`config.mk`:
```
export PLATFORM = sky130hd
export DESIGN_NAME = sfov_isqrt
export DESIGN_NICKNAME = d
export VERILOG_FILES = /design/src/hdl/sfov_pkg.sv /design/src/hdl/sfov_isqrt.sv
export SDC_FILE = /design/constraint.sdc
export NUM_CORES = 1
export LEC_CHECK = 0
export BUFFER_PORTS_ARGS = -buffer_cell sky130_fd_sc_hd__buf_2
export CAP_MARGIN = 30
export CORE_UTILIZATION = 50
export DETAILED_ROUTE_END_ITERATION = 6
export GPL_TIMING_DRIVEN = 0
export PLACE_DENSITY_LB_ADDON = 0.08
export SLEW_MARGIN = 40
export SYNTH_ARGS = -nofsm -noshare
export SYNTH_HDL_FRONTEND = slang
export SYNTH_SLANG_ARGS = --single-unit
```
`constraint.sdc`:
```
create_clock -name clk -period 10.23 [get_ports clk]
set_input_delay 3.069 -clock clk [delete_from_list [all_inputs] [get_ports clk]]
set_output_delay 3.069 -clock clk [all_outputs]
set_load 0.03 [all_outputs]
```
`src/hdl/sfov_pkg.sv`:
```
// ----------------------------------------------------------------------------
// sfov_pkg
// Shared types, codes and helpers of the shadowcasting field-of-view unit.
// ----------------------------------------------------------------------------
package sfov_pkg;

	// signed width of coordinates, scan lines, offsets and slope terms
	localparam int CW     = 12;
	localparam int DIM_W  = 9;   // effective map side, up to 127
	localparam int RAD_W  = 9;   // effective radius, up to 255
	localparam int D2_W   = 18;  // squared distance
	localparam int ROOT_W = 9;   // square root of a D2_W value
	localparam int DIST_W = 7;
	localparam int VIS_W  = 8;   // visible flag and distance
	localparam int PADDR_W = 3;

	localparam logic [PADDR_W-1:0] ADDR_MAP_WIDTH  = 3'd0;
	localparam logic [PADDR_W-1:0] ADDR_MAP_HEIGHT = 3'd4;

	typedef logic signed [CW-1:0] crd_t;
	typedef logic signed [1:0]    coef_t;

	typedef enum logic [1:0] {
		OP_WRITE = 2'd0,
		OP_RUN   = 2'd1,
		OP_READ  = 2'd2,
		OP_NONE  = 2'd3
	} op_t;

	typedef enum logic [1:0] {
		ST_OK     = 2'd0,
		ST_ORIGIN = 2'd1,
		ST_ADDR   = 2'd2,
		ST_RSVD   = 2'd3
	} status_t;

	// one scan frame of an octant
	typedef struct packed {
		crd_t line;
		crd_t dx;
		logic blocked;
		crd_t sn;
		crd_t sd;
		crd_t en;
		crd_t ed;
		crd_t nn;
		crd_t nd;
	} frame_t;

	// octant transform: ax = ox + dx*XX + dy*XY, ay = oy + dx*YX + dy*YY
	localparam coef_t OCT_XX [8] = '{2'sb01, 2'sb00, 2'sb00, 2'sb11,
		2'sb11, 2'sb00, 2'sb00, 2'sb01};
	localparam coef_t OCT_XY [8] = '{2'sb00, 2'sb01, 2'sb11, 2'sb00,
		2'sb00, 2'sb11, 2'sb01, 2'sb00};
	localparam coef_t OCT_YX [8] = '{2'sb00, 2'sb01, 2'sb01, 2'sb00,
		2'sb00, 2'sb11, 2'sb11, 2'sb00};
	localparam coef_t OCT_YY [8] = '{2'sb01, 2'sb00, 2'sb00, 2'sb01,
		2'sb11, 2'sb00, 2'sb00, 2'sb11};

	// a/b < c/d with positive denominators
	function automatic logic slope_lt(crd_t an, crd_t ad, crd_t bn, crd_t bd);
		logic signed [2*CW-1:0] p1;
		logic signed [2*CW-1:0] p2;
		p1 = an * bd;
		p2 = bn * ad;
		return p1 < p2;
	endfunction

	function automatic crd_t coef_term(crd_t v, coef_t m);
		crd_t r;
		unique case (m)
			2'sb01:  r = v;
			2'sb11:  r = -v;
			default: r = '0;
		endcase
		return r;
	endfunction

endpackage

```
`src/hdl/sfov_isqrt.sv`:
```
// ----------------------------------------------------------------------------
// sfov_isqrt
// Iterative floor square root, one result bit per cycle.
// ----------------------------------------------------------------------------
module sfov_isqrt
	import sfov_pkg::*;
(
	input  logic              clk,
	input  logic              arst_n,
	input  logic              start,
	input  logic [D2_W-1:0]   value,
	output logic              done,
	output logic [ROOT_W-1:0] root
);

	localparam int BIT_W = $clog2(ROOT_W);

	logic [D2_W-1:0]   val_q;
	logic [ROOT_W-1:0] root_q;
	logic [BIT_W-1:0]  bit_q;
	logic              busy_q;
	logic              done_q;
	logic [ROOT_W-1:0] cand;
	logic [D2_W-1:0]   cand_sq;

	assign cand    = root_q | (ROOT_W'(1) << bit_q);
	assign cand_sq = cand * cand;

	always_ff @(posedge clk or negedge arst_n) begin
		if (!arst_n) begin
			busy_q <= 1'b0;
			done_q <= 1'b0;
		end else begin
			done_q <= !start && busy_q && bit_q == '0;
			if (start) begin
				busy_q <= 1'b1;
			end else if (busy_q && bit_q == '0) begin
				busy_q <= 1'b0;
			end
		end
	end

	always_ff @(posedge clk) begin
		if (start) begin
			val_q  <= value;
			root_q <= '0;
			bit_q  <= BIT_W'(ROOT_W - 1);
		end else if (busy_q) begin
			if (cand_sq <= val_q) begin
				root_q <= cand;
			end
			bit_q <= bit_q - 1'b1;
		end
	end

	assign done = done_q;
	assign root = root_q;

endmodule

```
### Word level (Yosys, flattened, before mapping)

Index checks and enable logic that the tools add are counted.

* register bits after elaboration: 33
* memories kept: 0
* bits in writable memories: 0
* memory bits (read-only): 0
* bits in latches: 0

* shift operators: 1
* divide/modulo/power cells: 0
* multiply operators: 1
* add/subtract/negate cells: 1
* bitwise logic cells: 1
* reductions and logical operators: 7
* $lt $le $gt $ge: 1
* equal/unequal tests: 0
* muxes and demuxes: 2

Operators by type and width (number)
* $le 18x18->1: 1
* $mul 9x9->18: 1
* $or 9x9->9: 1
* $shl 1x4->9 const A: 1
* $logic_not 4->1: 1
* $sub 4x1->4 const B: 1
* $logic_and 1x1->1: 3
* $mux 1: 2
* $reduce_and 2->1: 1
* $reduce_bool 2->1: 1
* $logic_not 1->1: 1

### Longest topological paths before layout

* depth in word-level cells: 5
* gate-level depth with buffers: 29

### Worst setup path before layout

Ideal clock, no wire load.

* path kind: reg2reg
* start: reg bit_q[0]
* end: reg root_q[8] (netlist: root[8])
* arrival time: 5830 ps
* slack: 4248 ps
* period minus slack after synthesis: 5982 ps
* data required time: 10078 ps
* cell stages (with the launch flop): 26
* setup time: 152 ps
* buffers on the path: 0
* path through: dfxtp_1 > inv_1 > ha_1 > a31oi_1 > nor2_1 > ha_1 > xor2_1 > fa_1 > inv_1 > fa_1 > inv_1 > fa_1 > inv_1 > ha_1 > nand3_1 > o2111a_1 > o221a_2 > o21ai_0 > a21oi_1 > xnor2_1 > ha_1 > nand4_1 > nor2_1 > o21ai_1 > a21oi_2 > o22ai_1

* longest elaborated chain between the ends: 5

RTL lines
* start: declaration: RTL line sfov_isqrt.sv:20 `logic [BIT_W-1:0] bit_q;`
* start signal: assignment: RTL line sfov_isqrt.sv:47 `bit_q <= BIT_W'(ROOT_W - 1);`
* start signal: assignment: RTL line sfov_isqrt.sv:52 `bit_q <= bit_q - 1'b1;`
* $shl 1x4->9 (*): RTL line sfov_isqrt.sv:26 `assign cand = root_q | (ROOT_W'(1) << bit_q);`
* $or 9x9->9 (*): RTL line sfov_isqrt.sv:26
* $mul 9x9->18: RTL line sfov_isqrt.sv:27 `assign cand_sq = cand * cand;`
* $le 18x18->1: RTL line sfov_isqrt.sv:49 `if (cand_sq <= val_q) begin`
* $reduce_and 2->1 (no source line)
* end signal: assignment: RTL line sfov_isqrt.sv:50 `root_q <= cand;`
* end: declaration: RTL line sfov_isqrt.sv:19 `logic [ROOT_W-1:0] root_q;`

Mark *: on every way between the ends. The rest lies on a longest branch, timed or not.
A chain may end at the register's enable or synchronous reset.

### Worst setup path after layout

Same ends and word-level chain as after synthesis.

==> results.cfg <==
[timing]
fin_crit_sh = 0.664
hold_viol_final = 0
finalSetupTns_ps = 0
rsz0062_at_grt = no
max_freq_mhz = 147
final.min_clock_period_ps = 6790
finalSetupViolations = 0
skew_ps = 7.71
worstMarginPinSlew_ps = 711
relSlewSlack = 0.526
drv_slew = 0

[power]
netSwitchingPower_w = 0.000575
pwr-share-clk = 0.091
combPwrFrac = 0.733
p_int_w = 0.000529
p_leak_nw = 2.16
ir_drop_v = 0.000142
netSwitchingFraction = 0.521
power.density_nw_per_um2 = 272
seqPwrFrac = 0.176

[floorplanning]
core.rowCount = 30
io_pins = 31
die-area_um2 = 7730
initial_utilization = 0.532
core_area_um2 = 6940
dieWidth_um = 87.9
die_h_um = 87.9

[routing]
antenna_left = 0
drt_pass1_iterations = 4
wl_per_cell_um = 13.1
drt-initial-drc-count = 107
via_per_inst = 4.97
postRouteWirelength_um = 7120
drcViolationCount = 0
vias = 2701

[cells_and_area]
area_delta_synth_final_pct = 9.93
final_nets = 558
diodes = 0
finish.utilization = 0.585
final_common_cell = inv_1
drive_gt1_frac = 0.105
fin_cells = 544
layout_common_cells = inv_1 (111), ha_1 (56), nor2_1 (35), fa_1 (34), buf_2 (30)

[worst_setup_path]
endpoint = root[8]
crit_path_end_kind = flip-flop
setup.worst_path.start_class = flip-flop
startpoint = bit_q[0]
critPathRequiredTime_ps = 10360
ff2ff_setup_slack_ps = 3440
r2r_start = bit_q[0]
critPathMaxFanout = 10
critPathArrivalTime_ps = 6920
crit_type = flip-flop to flip-flop
slowest_delay_ps = 590
slowest_stage = a31oi_2
r2r_end = root[8]
ff2ff_path_depth = 25

[clock_tree]
cts_resized = 0
clockRootBuffer = clkbuf_8
numCtsBuffers = 5
htreeDepth = 2
cts_tree = done
post_cts_buffers = 0
clk_latency_ps = 280
clk_pin_slew_ps = 70
clock_path_buffers = 2
cts.sinks = 33
cts_hold_buf = 0

[placed_design]
portBuffers = 30
place_inst = 536
dpl.hpwl_um = 5960
place_congestion = 0.798

[global_route]
antenna_found_initial = 0
grt_max_degree = 20
gr-usage-all-layers = 0.209
grt-ovfl-total = 0
grt_pass1_vias = 2725
grt_pass1_wl_um = 12400

[flow_run]
maxCapViolCount = 0

[worst_hold_path]
hold_depth = 2
min_path_type = flip-flop to flip-flop

[logic_synthesis]
netlist_area_um2 = 3690
ys_seq_area_frac = 0.230
async_flop_share = 0.0606
ys_ff_latch = 33
synth.distinct_cells = 42
synthFlopType = edfxtp_1
synthCells = 410
synth_edf_count = 18
yosys_warnings = 0
avgSynthCellArea_um2 = 9.01
synthesis.nets = 521

[run_status]
outcome = completed
kinds of logic (layout without fill, tap and decap cells):
group,count (synthesis),after routing,synth area share
buffers and inverters,117,155,0.119
adders and majority gates,90,90,0.374
and+or+nand+nor,83,83,0.0989
AOI/OAI and AO/OA,66,66,0.128
DFF,33,33,0.230
xor gates and xnor gates,21,21,0.0498
state kept, by name, summed over array words and instances (netlist names):
register / count
val_q: 18
root: 9
bit_q: 4
busy_q: 1
done: 1
final cells by class:
type	instances	area (um2)
fillers	669	2890
multi-input cells	260	2410
flip-flops and latches	33	851
inverters	113	424
repair buffers	30	150
well taps	96	120
clock buffers	8	90.1
plain buffers	4	15.0
through the flow:
| stage | hold slack (ps) | worst slack (ps) | total power (W) | instance area [um2] |
|---|---|---|---|---|
| 6_report | 495 | 3440 | 0.00110 | 4060 |
| 4_1_cts | 501 | 3400 | 0.00112 | 4060 |
| 5_1_grt | 518 | 2970 | 0.00124 | 4060 |
| 3_5_place_dp | 491 | 3430 | 0.00102 | 3970 |
| 2_1_floorplan | 506 | 4250 | 0.000815 | 3690 |
| 3_3_place_gp | 487 | 3210 | 0.000993 | 3960 |
worst min-delay path by stage:
| stage | endpoint | from |
|---|---|---|
| floorplan | bit_q[1] | bit_q[1] |
| global route | root[8] | root[8] |
| detailed placement | root[0] | root[0] |
| global placement | root[0] | root[0] |
| finish | root[0] | root[0] |
| CTS | root[0] | root[0] |
synthesized netlist by cell type, types with 2 or more instances:
library cell / count / area [um2]
clkinv_1: 2 / 7.51
dfrtp_1: 2 / 50.1
a211oi_1: 5 / 37.5
nand2b_1: 2 / 12.5
a21oi_2: 3 / 26.3
fa_1: 34 / 681
or3_1: 2 / 12.5
nand3_1: 6 / 30.0
a31oi_1: 2 / 12.5
nand2_1: 26 / 97.6
o21ai_0: 6 / 30.0
a21o_1: 8 / 60.1
ha_1: 56 / 701
xnor2_1: 15 / 131
or2_2: 2 / 12.5
a21oi_1: 16 / 80.1
clkbuf_1: 4 / 15.0
o21a_1: 3 / 22.5
dfxtp_1: 13 / 260
o22ai_1: 9 / 56.3
o21ai_1: 2 / 10.0
xor2_1: 6 / 52.6
nor2_1: 35 / 131
nor3b_1: 2 / 15.0
inv_1: 111 / 417
o21bai_1: 2 / 15.0
nand4_1: 4 / 25.0
edfxtp_1: 18 / 541
power groups by stage:
stage	Combinational (W)	Clock, W	Sequential [W]
2_1_floorplan	0.000592	0	0.000224
3_3_place_gp	0.000797	0	0.000197
3_5_place_dp	0.000821	0	0.000198
4_1_cts	0.000826	0.000103	0.000195
5_1_grt	0.000939	0.000107	0.000198
6_report	0.000809	0.000101	0.000195
layer usage:
layer | share of wire | GRT usage | up-vias
met3 | 0.026 | 0.0349 | 9
li1 | - | - | 1380
met4 | 0.014 | 0.0432 | 0
met2 | 0.47 | 0.358 | 32
met5 | 0 | 0 | -
met1 | 0.49 | 0.278 | 1280
critical path, delay by kind of cell (launching register included):
kind | cells | cell delay, ps
fa+ha+maj | 7 | 2870
compound gates | 8 | 2180
simple gates | 4 | 570
flops | 1 | 420
xor+xnor | 2 | 340
buf+inv | 4 | 260
(Power assumes the default switching activity.)
