File: src/hdl/sfov_ram.sv
// ----------------------------------------------------------------------------
// sfov_ram
// Generic simple dual-port RAM, one write port, one registered read port.
// ----------------------------------------------------------------------------
module sfov_ram #(
	parameter int WIDTH = 8,
	parameter int DEPTH = 16
) (
	input  logic                     clk,
	input  logic                     we,
	input  logic [$clog2(DEPTH)-1:0] waddr,
	input  logic [WIDTH-1:0]         wdata,
	input  logic [$clog2(DEPTH)-1:0] raddr,
	output logic [WIDTH-1:0]         rdata
);

	logic [WIDTH-1:0] mem [DEPTH];

	always_ff @(posedge clk) begin
		if (we) begin
			mem[waddr] <= wdata;
		end
		rdata <= mem[raddr];
	end

endmodule

File: config.mk
export PLATFORM = sky130hd
export DESIGN_NAME = sfov_ram
export DESIGN_NICKNAME = d
export VERILOG_FILES = /design/src/hdl/sfov_ram.sv
export SDC_FILE = /design/constraint.sdc
export NUM_CORES = 1
export LEC_CHECK = 0
export BUFFER_PORTS_ARGS = -buffer_cell sky130_fd_sc_hd__buf_2
export CAP_MARGIN = 20
export CORE_UTILIZATION = 35
export CTS_CLUSTER_DIAMETER = 120
export DETAILED_ROUTE_END_ITERATION = 6
export GPL_ROUTABILITY_DRIVEN = 0
export PLACE_DENSITY = 0.52
export SETUP_SLACK_MARGIN = 0.4
export SLEW_MARGIN = 20
export SYNTH_ARGS = -nofsm -noshare
export SYNTH_HDL_FRONTEND = slang
export SYNTH_SLANG_ARGS = --single-unit
File: constraint.sdc
create_clock -name clk -period 2.9 [get_ports clk]
set_input_delay 0 -clock clk [delete_from_list [all_inputs] [get_ports clk]]
set_output_delay 0 -clock clk [all_outputs]
set_load 0.01 [all_outputs]
== Word level (Yosys, flattened, before mapping) ==
Memory sizes are Yosys's and may differ from the RTL's. A register that Yosys moved wholly into a read port is not among the register bits.
Cells that the tools add are included.

* Register bits: 0
* RAM bits: 128
* Input bits: 18
* Output and inout port bits: 8
* Word-level logic and storage cells: 3
* Memories: 1

* Multiplexer cells: 2

{| class="wikitable"
|+ Memories
! name !! words !! width !! rd ports !! clocked after memory_dff !! wr ports !! RTL line !! text
|-
| mem || 16 || 8 || 1 || 1 || 1 || 17 || <nowiki>logic [WIDTH-1:0] mem [DEPTH];</nowiki>
|}

{| class="wikitable"
|+ Operator list
! kind !! number
|-
| 2-to-1 mux 1 bit || 2
|}

== Depth between registers and ports, before layout ==
Gate-level depths: netlist of run 1.

* Depth after elaboration: 2
* Depth in mapped cells: 5
* Mapped depth without buffers: 3

== Least setup slack after synthesis of run 1 ==
OpenSTA, ideal clock, no wires.

* Path kind: input to register
* Start point: input port waddr[2]
* End point: memory mem[0][0], enable pin
* Data arrival time: 1110 ps
* Slack: 1407 ps
* Stages: 2
* Cells stage by stage: or3b_2 -> nor3_1

{| class="wikitable"
|+ RTL lines
! element !! RTL line !! text
|-
| from (decl) || 11 || <nowiki>input logic [$clog2(DEPTH)-1:0] waddr,</nowiki>
|-
| to (decl) || 17 ||
|}

No word-level cell before the write port.

==> flow_metrics.py, run 1 <==
metrics = {
    "place": {
        "dp_hpwl_mm": 6.625,
        "place_ws_ns": 1.045,
        "portBuffers": 25,
    },
    "cells_and_area": {
        "synthToLayoutAreaGrowth_pct": 21.66,
        "fin_nets": 297,
        "diodes": 0,
        "fin_util_pct": 44.43,
        "drive_gt1_share_pct": 28.77,
    },
    "sta": {
        "min_period_over_period_pct": 51.09,
        "whs_ns": 0.05396,
        "layout_min_cycle_time_ns": 1.482,
        "setup_viol": 0,
        "worst-slew-pin-transition_ns": 1.016,
        "timing.slew.headroom_pct": 32.03,
        "hold_viol": 0,
        "tns_ns": 0,
        "rsz0062_at_grt": "false",
        "max_freq_mhz": 674.9,
        "timing.final.ws_setup_ns": 1.418,
        "clock_skew_ns": 0.007639,
        "final_max_slew_viol_count": 0,
    },
    "drt": {
        "vias_per_cell": 5.159,
        "wl_mm": 10.58,
        "ant_nets": 0,
        "first_iter_violations": 210,
        "post-route-drc-count": 0,
        "num_vias": 2435,
        "post_drt_wl_per_cell_um": 22.42,
        "drt-pass1-iter-count": 4,
    },
    "status": {
        "outcome": "complete, no violations",
    },
    "synthesis": {
        "synth_common_cells": "128 x edfxtp_1, 18 x mux4_2, 16 x a22oi_1",
        "yosysMostFrequentCell": "edfxtp_1",
        "synth_edf_count": 128,
        "yosysTopAreaCellShare_pct": 74.67,
        "synth_area_leaders": "edfxtp_1 75%, mux4_2 7.9%, mux4_1 7.1%, dfxtp_1 3.1%, a22oi_1 2.3%",
        "synth_area_mm2": 0.005147,
        "ys_seq_elements": 136,
        "yosysTopAreaCell": "edfxtp_1",
        "seq_area_frac_synth_pct": 77.78,
        "ys_async_sr_fraction_pct": 0,
        "syn_inst": 229,
        "synth_fp_nets": 247,
        "yosysUniqueCellTypes": 19,
        "synth_ff_type": "edfxtp_1",
        "yosysWarnings": 0,
        "synth_area_per_cell_um2": 22.48,
    },
    "hold_path": {
        "hold_path_class": "in2reg",
    },
    "floorplanning": {
        "rows": 43,
        "die_h_um": 123.3,
        "die_w_um": 123.3,
        "start_util_pct": 36.52,
        "io_pins": 26,
        "core_mm2": 0.01410,
        "dieArea_mm2": 0.01520,
    },
    "flow_run": {
        "drv_cap": 0,
    },
    "clock_tree": {
        "cts_root_buf": "clkbuf_16",
        "htree_levels": 4,
        "clockBufferDepth": 2,
        "cts_setup_buffers": 0,
        "cts_tree": "built",
        "clk_pin_slew_ns": 0.06,
        "clock_latency_ns": 0.41,
        "cts_resized": 0,
        "cts.sinks": 136,
        "cts_made_buffers": 17,
    },
    "power": {
        "vdd_drop_max_mv": 0.7550,
        "p_per_area_mw_per_mm2": 791.4,
        "leakagePower_nw": 2.111,
    },
    "global_route": {
        "antenna_found_initial": 0,
        "grt_pass1_wl_mm": 15.93,
        "grt.total_usage_pct": 15.94,
        "grt-ovfl-total": 0,
        "grt_pass1_vias": 2612,
        "grt_max_degree": 33,
    },
    "worst_setup_path": {
        "cp_max_fo": 1,
        "crit_type": "reg2reg",
        "worstPathRequired_ns": 3.18,
        "worst_setup_path_start_kind": "register",
        "crit_arrival_ns": 1.76,
        "crit_path_end_kind": "register",
    },
}
-- through the flow --
step,instances,instance area (um^2),total power [W]
4_1_cts,472,6262,0.005012
3_5_place_dp,432,5472,0.002460
2_1_floorplan,229,5147,0.002365
3_3_place_gp,432,5472,0.002457
5_1_grt,472,6262,0.005105
6_report,472,6262,0.004956
-- final cells by class --
class	instances	area (um^2)
clock buffers	20	466.7
well taps	180	225.2
flip-flops and latches	136	4004
multi-input cells	83	1057
fillers	1220	7834
repair buffers	41	265.3
clock inverters	12	244.0
-- worst max-delay path: stages (launching register included) --
cell      delay (ns)
edfxtp_1        0.37
mux4_2          0.47
a22oi_1         0.35
nand2_1         0.15
-- timing repair --
item	in CTS	in global routing
endpoints found under the hold margin	128	0
hold buffers	8	0
endpoints found under the setup margin	0	0
-- flip-flops by register name (all words and copies together), names as in the netlist --
name and count:
rdata 8, mem 128
-- where the power goes --
part | total [W] | switching (W) | leakage [nW] | internal (W)
combinational | 0.000212 | 0.000124 | 0.545 | 0.0000886
sequential | 0.00221 | 0.0000131 | 1.22 | 0.00220
clock | 0.00253 | 0.000766 | 0.342 | 0.00177
total | 0.00496 | 0.000903 | 2.11 | 0.00405
-- logic make-up (layout without fill, tap and decap cells) --
| family | Yosys count | in the layout | share of synthesized area (%) |
|---|---|---|---|
| AO/OA/AOI/OAI | 16 | 16 | 2.334 |
| buffers and inverters | 10 | 73 | 1.677 |
| multiplexers | 32 | 32 | 15.02 |
| flip-flops | 136 | 136 | 77.78 |
| AND/OR/NAND/NOR | 35 | 35 | 3.184 |
-- cells in the final DEF, fill, tap and decap left out, drive strengths merged --
| master | Yosys | routed |
|---|---|---|
| a22oi | 16 | 16 |
| and2 | 1 | 1 |
| and2b | 1 | 1 |
| buf | 7 | 33 |
| bufinv | 0 | 7 |
| clkbuf | 0 | 20 |
| clkinv | 0 | 3 |
| clkinvlp | 0 | 2 |
| dfxtp | 8 | 8 |
| dlygate4sd3 | 0 | 8 |
| edfxtp | 128 | 128 |
| mux4 | 32 | 32 |
| nand2 | 9 | 9 |
| nand2b | 2 | 2 |
| nand3 | 1 | 1 |
| nand3b | 2 | 2 |
| nor2 | 13 | 13 |
| nor2b | 1 | 1 |
| nor3 | 4 | 4 |
| or3b | 1 | 1 |
-- metal layers --
metal / wire length, um / GRT usage (%)
met5: 0 / 0
met2: 4953 / 23.78
met4: 119 / 6.852
met1: 4927 / 21.41
met3: 582 / 5.166
-- worst paths after layout --
path | endpoint | start | depth (start not counted) | slack (ns)
worst max-delay path | rdata[7]$_DFF_P_ | mem[2][7]$_DFFE_PP_ | 3 | 1.42
worst min register to register | rdata[4]$_DFF_P_ | mem[14][4]$_DFFE_PP_ | 3 | 0.66
worst min-delay path | mem[4][2]$_DFFE_PP_ | waddr[1] | 2 | 0.05
worst max register to register | rdata[7]$_DFF_P_ | mem[2][7]$_DFFE_PP_ | 3 | 1.42
Power figures use the tool's default switching activity.
==> inputs of run 2 (changes only) <==
- PLACE_DENSITY: 0.52 -> 0.54
- clock period: 2.9 -> 1.35 ns (I/O delays scaled with it)
==> run 2 against run 1 <==
Against the previous run: combinational power up 150%; clock skew is essentially flat; final cell count increased by 3.0%; critical path depth unchanged; clock power rose by 85%.
==> flow_metrics.py, run 2 (same netlist as run 1, synthesis figures left out) <==
metrics = {
    "worst_setup_path": {
        "crit_type": "reg2reg",
        "cpPeakStageDelay_ns": 0.49,
        "crit_path_end_kind": "register",
        "crit_family": "multiplexers",
        "crit_arrival_ns": 1.56,
        "worstPathRequired_ns": 1.65,
        "worst_setup_path_start_kind": "register",
        "slowest_stage": "mux4_2",
        "cp_max_fo": 1,
        "path_buf_inv": 0,
        "crit_chain": "mux4_2 > a22oi_2 > nand2_1",
    },
    "sta": {
        "setup_viol": 0,
        "timing.slew.headroom_pct": 36.81,
        "min_period_over_period_pct": 93.56,
        "timing.final.ws_setup_ns": 0.08688,
        "max_freq_mhz": 791.7,
        "layout_min_cycle_time_ns": 1.263,
        "hold_viol": 0,
        "clock_skew_ns": 0.007434,
        "rsz0062_at_grt": "true",
        "worst-slew-pin-transition_ns": 0.9459,
        "final_max_slew_viol_count": 0,
    },
    "place": {
        "place_ws_ns": -0.1326,
        "placed_cells": 446,
        "portBuffers": 25,
        "placed_cell_area_mm2": 0.005723,
        "dp_hpwl_mm": 6.561,
    },
    "floorplanning": {
        "start_util_pct": 36.52,
        "dieArea_mm2": 0.01520,
        "io_pins": 26,
        "core_mm2": 0.01410,
        "die_w_um": 123.3,
        "rows": 43,
        "die_h_um": 123.3,
    },
    "clock_tree": {
        "clockBufferDepth": 2,
        "clock_latency_ns": 0.41,
        "cts.sinks": 136,
        "cts_tree": "built",
        "cts_made_buffers": 17,
        "htree_levels": 4,
        "cts_setup_buffers": 0,
        "cts_root_buf": "clkbuf_16",
        "clk_pin_slew_ns": 0.06,
    },
    "drt": {
        "post_drt_wl_per_cell_um": 20.86,
        "drt-pass1-iter-count": 4,
        "vias_per_cell": 4.981,
        "ant_nets": 0,
        "post-route-drc-count": 0,
        "wl_mm": 10.14,
        "num_vias": 2421,
        "first_iter_violations": 210,
    },
    "global_route": {
        "gr-usage-met1_pct": 18.96,
        "grt.met2_usage_pct": 24.90,
        "grt-ovfl-total": 0,
        "grt_max_degree": 18,
        "grt.total_usage_pct": 15.11,
        "antenna_found_initial": 0,
        "grt_pass1_vias": 2601,
        "grt_pass1_wl_mm": 15.44,
        "busiest_layer": "met2",
        "met3_usage_pct": 4.982,
    },
    "cells_and_area": {
        "fin_cells": 486,
        "largest_register": "mem",
        "final-seq-area_mm2": 0.004005,
        "multiInputGateArea_mm2": 0.001119,
        "fin_nets": 311,
        "diodes": 0,
        "top_regs": "mem: 128 flops, rdata: 8 flops",
        "largest_reg_flops": 128,
        "drive_gt1_share_pct": 43.79,
        "layout_commonest_cell": "edfxtp_1",
        "finalInstanceArea_mm2": 0.006459,
        "fill_cells": 1210,
        "layout_common_cells": "128 x edfxtp_1, 32 x mux4_2, 25 x buf_2, 17 x clkbuf_16, 12 x buf_4",
        "synthToLayoutAreaGrowth_pct": 25.47,
    },
    "power": {
        "p_int_w": 0.008009,
        "leakagePower_nw": 2.139,
        "switching_share_pct": 19.74,
        "vdd_drop_max_mv": 0.9257,
        "seqPwrFrac_pct": 47.7,
        "p_per_area_mw_per_mm2": 1545,
        "switching_power_w": 0.001969,
        "p_comb_share_pct": 5.3,
        "power_frac_clock_pct": 47.0,
    },
    "hold_path": {
        "hold_path_class": "in2reg",
    },
    "status": {
        "outcome": "complete, no violations",
    },
    "flow_run": {
        "drv_cap": 0,
    },
}
run 2: cell type report:
type,instances,share of cell area (%)
Sequential cell,136,62.01
Multi-Input combinational cell,83,17.32
Timing Repair Buffer,55,7.671
Clock buffer,20,7.226
Tap cell,180,3.487
Clock inverter,12,2.286
run 2: worst min-delay path: stages:
cell and delay, ns:
buf_2 0.15, nor3_4 0.07, buf_12 0.14
run 2: per-stage QoR:
stage                     util, %  hold WS [ns]  TNS, ns  power, W
after floorplan                 -       0.09887        0  0.005103
after global placement      40.60        0.3953  -0.3102  0.005343
after detailed placement    40.60        0.3962  -0.3279  0.005352
after CTS                   45.82        0.1215        0   0.01009
after global routing        45.82        0.1211        0   0.01030
final                       45.82        0.1237        0  0.009979
run 2: path summary, 6_finish.rpt:
path | from | end | slack, ns | depth (start not counted)
worst max-delay path | mem[3][2]$_DFFE_PP_ | rdata[2]$_DFF_P_ | 0.09 | 3
worst min-delay path | waddr[0] | mem[4][4]$_DFFE_PP_ | 0.12 | 3
worst max register to register | mem[3][2]$_DFFE_PP_ | rdata[2]$_DFF_P_ | 0.09 | 3
worst min register to register | mem[14][2]$_DFFE_PP_ | rdata[2]$_DFF_P_ | 0.67 | 3
run 2: what timing repair did:
item                                   CTS  global route
hold buffers                             8             0
gates resized for setup                  9             0
pin swaps                                3             1
endpoints found under the hold margin  128             0
setup endpoints to repair                9             8
run 2: power groups by stage:
stage          logic (W)  registers (W)  clock network (W)
2_1_floorplan   0.000260        0.00484                  0
3_3_place_gp    0.000501        0.00484                  0
3_5_place_dp    0.000506        0.00485                  0
4_1_cts         0.000542        0.00476            0.00479
5_1_grt         0.000575        0.00476            0.00496
6_report        0.000528        0.00476            0.00469
run 2: metal layers:
layer	vias up	part of all wire (%)	wire, um
met5	-	0	0
met3	11	2.2	224
met2	36	52	5248
met4	0	1.1	107
li1	1089	-	-
met1	1285	45	4559
==> inputs of run 3 (changes only) <==
- GPL_TIMING_DRIVEN: default -> 1
- MAX_ROUTING_LAYER: default -> met4
- PLACE_DENSITY: 0.54 -> default
==> run 3 against run 2 <==
Against the previous run: critical path depth did not move; hold slack improved by 0.040 ns; clock power fell by 1%; global-route usage rose by 0.098 points; total power fell by 0.64%; utilization fell by 0.071 points; largest cell class unchanged; highest routed layer unchanged.
==> flow_metrics.py, run 3 (same netlist as run 1, synthesis figures left out) <==
metrics = {
    "clock_tree": {
        "clockBufferDepth": 2,
        "cts.sinks": 136,
        "clock_latency_ns": 0.41,
        "cts_root_buf": "clkbuf_16",
        "htree_levels": 4,
        "cts_setup_buffers": 0,
        "clk_pin_slew_ns": 0.06,
        "cts_made_buffers": 17,
        "cts_tree": "built",
    },
    "power": {
        "finalPower_w": 0.009914,
        "vdd_drop_max_mv": 0.9177,
        "p_per_area_mw_per_mm2": 1537,
        "leakagePower_nw": 2.110,
    },
    "sta": {
        "max_freq_mhz": 770.0,
        "rsz0062_at_grt": "true",
        "timing.slew.headroom_pct": 33.01,
        "layout_min_cycle_time_ns": 1.299,
        "setup_viol": 0,
        "clock_skew_ns": 0.005135,
        "hold_viol": 0,
        "min_period_over_period_pct": 96.19,
        "final_max_slew_viol_count": 0,
        "whs_ns": 0.1636,
        "worst-slew-pin-transition_ns": 1.003,
    },
    "drt": {
        "num_vias": 2419,
        "drt-pass1-iter-count": 4,
        "post-route-drc-count": 0,
        "first_iter_violations": 280,
        "wl_mm": 9.975,
        "ant_nets": 0,
        "post_drt_wl_per_cell_um": 20.61,
        "vias_per_cell": 4.998,
    },
    "worst_setup_path": {
        "worst_setup_path_start_kind": "register",
        "r2r_cells": 3,
        "critPathLaunch": "mem[2][5]$_DFFE_PP_",
        "worstPathRequired_ns": 1.64,
        "worst-path-stages": 3,
        "path_buf_inv": 0,
        "slowest_stage": "mux4_2",
        "r2r_slack_ns": 0.05,
        "r2r_end": "rdata[5]$_DFF_P_",
        "cpPeakStageDelay_ns": 0.49,
        "endpoint": "rdata[5]$_DFF_P_",
        "timing.rr.start": "mem[2][5]$_DFFE_PP_",
        "cp_max_fo": 1,
        "crit_type": "reg2reg",
        "crit_chain": "mux4_2 > a22oi_2 > nand2_1",
        "crit_arrival_ns": 1.59,
        "crit_family": "multiplexers",
        "crit_path_end_kind": "register",
    },
    "global_route": {
        "grt_pass1_wl_mm": 15.21,
        "grt_max_degree": 24,
        "grt_pass1_vias": 2555,
        "grt.total_usage_pct": 15.21,
        "grt-ovfl-total": 0,
        "antenna_found_initial": 0,
    },
    "cells_and_area": {
        "fill_cells": 1180,
        "diodes": 0,
        "layout_common_cells": "128 x edfxtp_1, 32 x mux4_2, 25 x buf_2, 17 x clkbuf_16",
        "largest_register": "mem",
        "layout_commonest_cell": "edfxtp_1",
        "final-seq-area_mm2": 0.004004,
        "top_regs": "mem: 128 flops, rdata: 8 flops",
        "largest_reg_flops": 128,
        "synthToLayoutAreaGrowth_pct": 25.28,
        "multiInputGateArea_mm2": 0.001129,
        "fin_nets": 309,
        "drive_gt1_share_pct": 43.42,
    },
    "place": {
        "dp_hpwl_mm": 6.233,
        "portBuffers": 25,
    },
    "floorplanning": {
        "die_w_um": 123.3,
        "io_pins": 26,
        "core_mm2": 0.01410,
        "die_h_um": 123.3,
        "start_util_pct": 36.52,
        "rows": 43,
        "dieArea_mm2": 0.01520,
    },
    "status": {
        "outcome": "complete, no violations",
    },
    "flow_run": {
        "drv_cap": 0,
    },
    "hold_path": {
        "hold_path_class": "in2reg",
    },
}
## run 3: what timing repair did
action                     in CTS  in global routing
setup endpoints to repair       8                  8
gates resized for setup         3                  7
hold buffers                    8                  0
hold endpoints to repair      128                  0
pin swaps                       0                  2
## run 3: through the flow
step                      TNS (ns)  area [um^2]  instances  util (%)  setup WS [ns]
after global routing             0         6449        484     45.75        0.04675
after floorplan                  0         5169        229         -         0.2231
after CTS                        0         6414        484     45.50        0.03504
after global placement     -0.2402         5708        444     40.49        -0.1254
after detailed placement   -0.3035         5708        444     40.49        -0.1480
final                            0         6449        484     45.75        0.05137
## run 3: tightest hold or removal path, delay by kind of cell
| kind | cells | cell delay [ns] |
|---|---|---|
| and+or+nand+nor | 2 | 0.29 |
| buffers and inverters | 1 | 0.11 |
## run 3: worst min path at each step
stage,to,slack [ns],depth (start not counted),start
2_1_floorplan,mem[0][0]$_DFFE_PP_,0.1,0,wdata[0]
3_3_place_gp,mem[10][7]$_DFFE_PP_,0.38,1,wdata[7]
3_5_place_dp,mem[8][7]$_DFFE_PP_,0.40,1,wdata[7]
4_1_cts,mem[3][4]$_DFFE_PP_,0.15,3,waddr[3]
5_1_grt,mem[3][4]$_DFFE_PP_,0.17,3,waddr[3]
6_report,mem[1][4]$_DFFE_PP_,0.16,3,waddr[3]
## run 3: layout make-up
| type | count | area share, % |
|---|---|---|
| tap | 180 | 3.492 |
| clock buffer | 23 | 7.722 |
| multi-input combinational | 83 | 17.50 |
| sequential | 136 | 62.09 |
| clock inverter | 9 | 1.746 |
| timing repair buffer | 53 | 7.451 |
## run 3: routing by layer
| layer | share of wire (%) | vias to the layer above | GRT usage (%) | wire (um) |
|---|---|---|---|---|
| met5 | 0 | - | - | 0 |
| met4 | 0.79 | 0 | 4.744 | 79 |
| met3 | 4.5 | 6 | 4.843 | 448 |
| met2 | 48 | 56 | 21.37 | 4740 |
| met1 | 47 | 1274 | 21.07 | 4707 |
| li1 | - | 1083 | - | - |
## run 3: where the power goes
group / total (W) / switching, W / internal, W
Combinational: 0.000519 / 0.000283 / 0.000237
Clock: 0.00464 / 0.00167 / 0.00297
Sequential: 0.00475 / 0.0000302 / 0.00472
